<file path="config.mk">
export PLATFORM = sky130hd
export DESIGN_NAME = glpht_ctrl
export DESIGN_NICKNAME = d
export VERILOG_FILES = /design/src/sv/glpht_pkg.sv /design/src/sv/glpht_ctrl.sv
export SDC_FILE = /design/constraint.sdc
export NUM_CORES = 1
export LEC_CHECK = 0
export ABC_AREA = 1
export BUFFER_PORTS_ARGS = -buffer_cell sky130_fd_sc_hd__buf_2
export CORE_AREA = 2 2 39 41
export DETAILED_ROUTE_END_ITERATION = 10
export DIE_AREA = 0 0 41 43
export GPL_ROUTABILITY_DRIVEN = 0
export PLACE_DENSITY = 0.62
export SYNTH_ARGS = -nofsm -noshare
export SYNTH_HDL_FRONTEND = slang
export SYNTH_SLANG_ARGS = --single-unit
</file>
<file path="constraint.sdc">
create_clock -name clk -period 2.2 [get_ports clk]
set_clock_uncertainty 0.1 [all_clocks]
set_input_delay 0 -clock clk [delete_from_list [all_inputs] [get_ports clk]]
set_output_delay 0 -clock clk [all_outputs]
set_load 0.01 [all_outputs]
</file>
<file path="src/sv/glpht_pkg.sv">
// glpht_pkg: shared types and constants of the guid linear-probe hash table
// depends on nothing; used by glpht_ctrl, glpht_dpath and the top level
`timescale 1ns / 1ps

package glpht_pkg;

	// table geometry: slot count is always a power of two
	localparam int SLOT_W      = 9;
	localparam int TABLE_SLOTS = 1 << SLOT_W;

	// owner ids
	localparam int OWNER_W     = 7;
	localparam int OWNER_LIMIT = 128;
	localparam int OWNER_CMP_W = 9;

	// field widths
	localparam int KIND_W     = 2;
	localparam int KEY_W      = 64;
	localparam int HANDLE_W   = 32;
	localparam int OUT_SLOT_W = 9;

	// operation codes carried in kind
	localparam logic [KIND_W-1:0] KIND_INSERT = 2'd0;
	localparam logic [KIND_W-1:0] KIND_LOOKUP = 2'd1;
	localparam logic [KIND_W-1:0] KIND_CLEAR  = 2'd2;

	// result codes loaded into the output register
	localparam logic [1:0] RES_FAIL   = 2'd0;
	localparam logic [1:0] RES_INSERT = 2'd1;
	localparam logic [1:0] RES_HIT    = 2'd2;
	localparam logic [1:0] RES_CLEAR  = 2'd3;

	// one stored slot
	typedef struct packed {
		logic                valid;
		logic [KEY_W-1:0]    key_high;
		logic [KEY_W-1:0]    key_low;
		logic [HANDLE_W-1:0] handle;
		logic [OWNER_W-1:0]  owner;
	} entry_t;

	// controller to datapath
	typedef struct packed {
		logic       capture;
		logic       hash;
		logic       step;
		logic       wr_entry;
		logic       sweep;
		logic       res_load;
		logic [1:0] res_code;
	} dp_cmd_t;

	// datapath to controller
	typedef struct packed {
		logic [KIND_W-1:0] kind;
		logic              owner_ok;
		logic              empty;
		logic              match;
		logic              wrap;
		logic              sweep_last;
		logic              out_free;
	} dp_stat_t;

endpackage

</file>
<file path="src/sv/glpht_ctrl.sv">
// glpht_ctrl: sequencer for insert, lookup and clear transactions
// depends on glpht_pkg; drives the command struct of glpht_dpath
`timescale 1ns / 1ps

module glpht_ctrl (
	input  logic                clk,
	input  logic                arst_n,
	input  logic                in_valid,
	output logic                in_stall,
	input  glpht_pkg::dp_stat_t stat,
	output glpht_pkg::dp_cmd_t  cmd
);

	localparam logic [2:0] ST_INIT  = 3'd0;
	localparam logic [2:0] ST_IDLE  = 3'd1;
	localparam logic [2:0] ST_HASH  = 3'd2;
	localparam logic [2:0] ST_PROBE = 3'd3;
	localparam logic [2:0] ST_CHECK = 3'd4;
	localparam logic [2:0] ST_CLR   = 3'd5;
	localparam logic [2:0] ST_CDONE = 3'd6;
	localparam logic [2:0] ST_FAIL  = 3'd7;

	logic [2:0] state_q;
	logic [2:0] state_d;
	logic       is_ins;
	logic       is_lkp;
	logic       done;

	assign is_ins   = (stat.kind == glpht_pkg::KIND_INSERT);
	assign is_lkp   = (stat.kind == glpht_pkg::KIND_LOOKUP);
	assign in_stall = (state_q != ST_IDLE);

	// probe ends on an empty slot, a lookup match or a full circle
	assign done = stat.empty || (is_lkp && stat.match) || stat.wrap;

	// next state and commands
	always_comb begin
		state_d      = state_q;
		cmd          = '0;
		cmd.res_code = glpht_pkg::RES_FAIL;
		case (state_q)
			ST_INIT: begin
				cmd.sweep = 1'b1;
				if (stat.sweep_last) begin
					state_d = ST_IDLE;
				end
			end
			ST_IDLE: begin
				if (in_valid) begin
					cmd.capture = 1'b1;
					state_d     = ST_HASH;
				end
			end
			ST_HASH: begin
				cmd.hash = 1'b1;
				if (stat.kind == glpht_pkg::KIND_CLEAR) begin
					state_d = ST_CLR;
				end else if (is_lkp || (is_ins && stat.owner_ok)) begin
					state_d = ST_PROBE;
				end else begin
					state_d = ST_FAIL;
				end
			end
			ST_PROBE: begin
				state_d = ST_CHECK;
			end
			ST_CHECK: begin
				if (done) begin
					if (stat.out_free) begin
						cmd.res_load = 1'b1;
						state_d      = ST_IDLE;
						if (is_ins && stat.empty) begin
							cmd.wr_entry = 1'b1;
							cmd.res_code = glpht_pkg::RES_INSERT;
						end else if (is_lkp && !stat.empty && stat.match) begin
							cmd.res_code = glpht_pkg::RES_HIT;
						end
					end
				end else begin
					cmd.step = 1'b1;
				end
			end
			ST_CLR: begin
				cmd.sweep = 1'b1;
				if (stat.sweep_last) begin
					state_d = ST_CDONE;
				end
			end
			ST_CDONE: begin
				if (stat.out_free) begin
					cmd.res_load = 1'b1;
					cmd.res_code = glpht_pkg::RES_CLEAR;
					state_d      = ST_IDLE;
				end
			end
			ST_FAIL: begin
				if (stat.out_free) begin
					cmd.res_load = 1'b1;
					state_d      = ST_IDLE;
				end
			end
			default: begin
				state_d = ST_INIT;
			end
		endcase
	end

	// state register; reset starts the invalidation sweep
	always_ff @(posedge clk or negedge arst_n) begin
		if (!arst_n) begin
			state_q <= ST_INIT;
		end else begin
			state_q <= state_d;
		end
	end

endmodule

</file>
==> summary.md <==
| Metric | Value |
|---|---|
| Outcome | `complete, no violations` |
| GRT Overall Usage | `14.00%` |
| Setup crit end kind | `primary output` |
| DR WL/cell | `10.02 microns` |
| H-tree Lvls | `1` |
| Clock Sinks | `3` |
| Post-Route Utilization | `41.23%` |
| Worst Hold Class | `input port to flip-flop` |
| Yosys top cell area share | `16.81%` |
| Sequential share of the synthesized area | `16.81%` |
| Number of max-cap violations | `0` |
| Startpoint type of the worst setup path | `flip-flop` |
| CTS Buf Count | `3` |
| Max_slew headroom | `66.31%` |
| Biggest regs | `state_q: 3 flops` |
| DRC Markers | `0` |
| Netlist cell types | `21` |
| Post-synth top area cell | `dfrtp_1` |
| Total congestion overflow | `0` |
| Worst-path clk slew | `40 ps` |
| Row Count | `14` |
| Count of pins over their slew limit | `0` |
| CTS tree | `done` |
| RSZ-0062 raised after global routing | `no` |
| Least-Margin Pin Slew | `505.3 ps` |
| Area Overhead vs Synth | `27.73%` |
| Top post-synthesis cells by area | `dfrtp_1, nand2_1, nand3_1` |
| Hpwl dp | `801.8 microns` |
| Core box area | `0.001384 sq mm` |
| DRT Pass-1 Iters | `4` |
| DR iter-0 viols | `9` |
| Vias per cell | `4.760` |
| Total number of vias | `495` |
| Largest net degree at the start of global routing | `10` |
| Power Density | `1289 mW/mm^2` |
| Pre-CTS WS | `779.9 ps` |
| Clk buf depth | `2` |
| Setup violators final | `0` |
| Fin crit share | `70.98%` |
| Fill count | `155` |
| Fraction of layout cells with a size suffix above 1 | `42.05%` |
| Setup tns final | `0 ps` |
| Cell total after placement | `98` |
| Port Buffers | `19` |
| Vias in the first global route | `428` |
| First-pass GRT wire length | `1669 microns` |
| Die area | `0.001763 sq mm` |
| Post-Synthesis Cells | `66` |
| ANT nets after route | `0` |
| # diodes | `0` |
| Setup CP Type | `flip-flop to primary output` |
| Die Y | `43 microns` |
| Most frequent cells in the layout | `buf_2, nand2_1, nand3_1, nor2_1, inv_1` |
| Avg Cell Area, Syn | `6.768 sq um` |
| Peak VDD IR | `0.0003348 V` |
| Worst-path maximum fanout | `8` |
| Highest Clock Rate | `640.4 MHz` |
| Leak | `0.3203 nW` |
| Clock root cell | `clkbuf_4` |
| Post-route minimum period | `1562 ps` |
| Critical Path AT | `1460 ps` |
| Max reg flops | `3` |
| Drt total wl | `1042 microns` |
| Synthesized area | `446.7 sq um` |
| Final std cells w/o fill | `104` |
| Post-route setup slack | `638.5 ps` |
| Post-synthesis net count | `77` |
| Die Wd | `41 microns` |
| Initial core utilization | `32.28%` |
| Io pins | `20` |
| Initial antenna violation count | `0` |
| Commonest non-fill, non-tap cell in the layout | `buf_2` |
| Clock latency on the worst-skew pair | `240 ps` |
| Post-cts gate resize count | `0` |
| Post-synthesis register bit count | `3` |
| Hold Violations, Final | `0` |
| Ys Warns | `0` |
| Nets | `100` |
| Worst EP required | `2100 ps` |
| Top reg by flops | `state_q` |
[Yosys cell counts (all sizes together)]
library cell and count:
nor2 11, inv 10, nand3 13, nand2 16, o21ai 5, nand4 1
a21oi 1, buf 3, dfrtp 3, a211oi 1, nor3 2
[per-layer routing]
layer	part of all wire, %	GRT usage [%]	wire [microns]	vias up
met2	49	20.94	510	15
met1	45	16.88	468	221
li1	-	-	-	257
met5	0	0	0	-
met3	5.1	3.141	53	2
met4	0.96	9.333	10	0
[power breakdown]
| part | leakage, nW | internal, W | total (W) | switching (W) |
|---|---|---|---|---|
| logic | 0.269 | 0.000181 | 0.000442 | 0.000261 |
| registers | 0.0366 | 0.0000838 | 0.000196 | 0.000112 |
| clock network | 0.0150 | 0.0000680 | 0.0000974 | 0.0000294 |
[critical path, cell delays in order, from the launching register on]
cell     delay [ps]
dfrtp_1         650
nand2_4         130
nor2_4          120
nand3_2         130
inv_1            80
buf_2           120
[layout make-up]
type                            instances  area [sq um]  share of cell area [%]
Multi-Input combinational cell         50         281.5                   49.34
Timing Repair Buffer                   21         115.1                   20.18
Sequential cell                         3         75.07                   13.16
Inverter                               10         52.55                   9.211
Clock buffer                            4         26.28                   4.605
Tap cell                               16         20.02                   3.509
[cells by family after synthesis]
| family | share of synthesized area [%] |
|---|---|
| DFF | 16.81 |
| AOI/OAI and AO/OA | 8.402 |
| buffers and inverters | 20.17 |
| and+or+nand+nor | 54.62 |
[final timing paths]
kind	start	to	slack, ps	depth (start not counted)
setup / recovery	state_q[2]	cmd[5]	640	5
hold / removal	stat[6]	state_q[1]	60	5
setup reg to reg	state_q[2]	state_q[0]	770	6
hold reg to reg	state_q[0]	state_q[0]	640	2
max in group asynchronous	arst_n	state_q[0]	1320	3
min in group asynchronous	arst_n	state_q[2]	530	3
[timing repair]
item	CTS	global route
hold buffers	2	0
buffers inserted	0	0
endpoints found under the hold margin	3	0
[per-stage QoR]
step / hold WS (ps) / total power [W] / instance area, sq um
finish: 56.13 / 0.0007356 / 570.5
detailed placement: -304.5 / 0.0006341 / 524.3
global route: 94.72 / 0.0008002 / 570.5
CTS: 52.16 / 0.0007376 / 570.5
global placement: -304.7 / 0.0006283 / 524.3
floorplan: -395.6 / 0.0005850 / 446.7
Note: power is estimated with default switching activity, not from simulation.
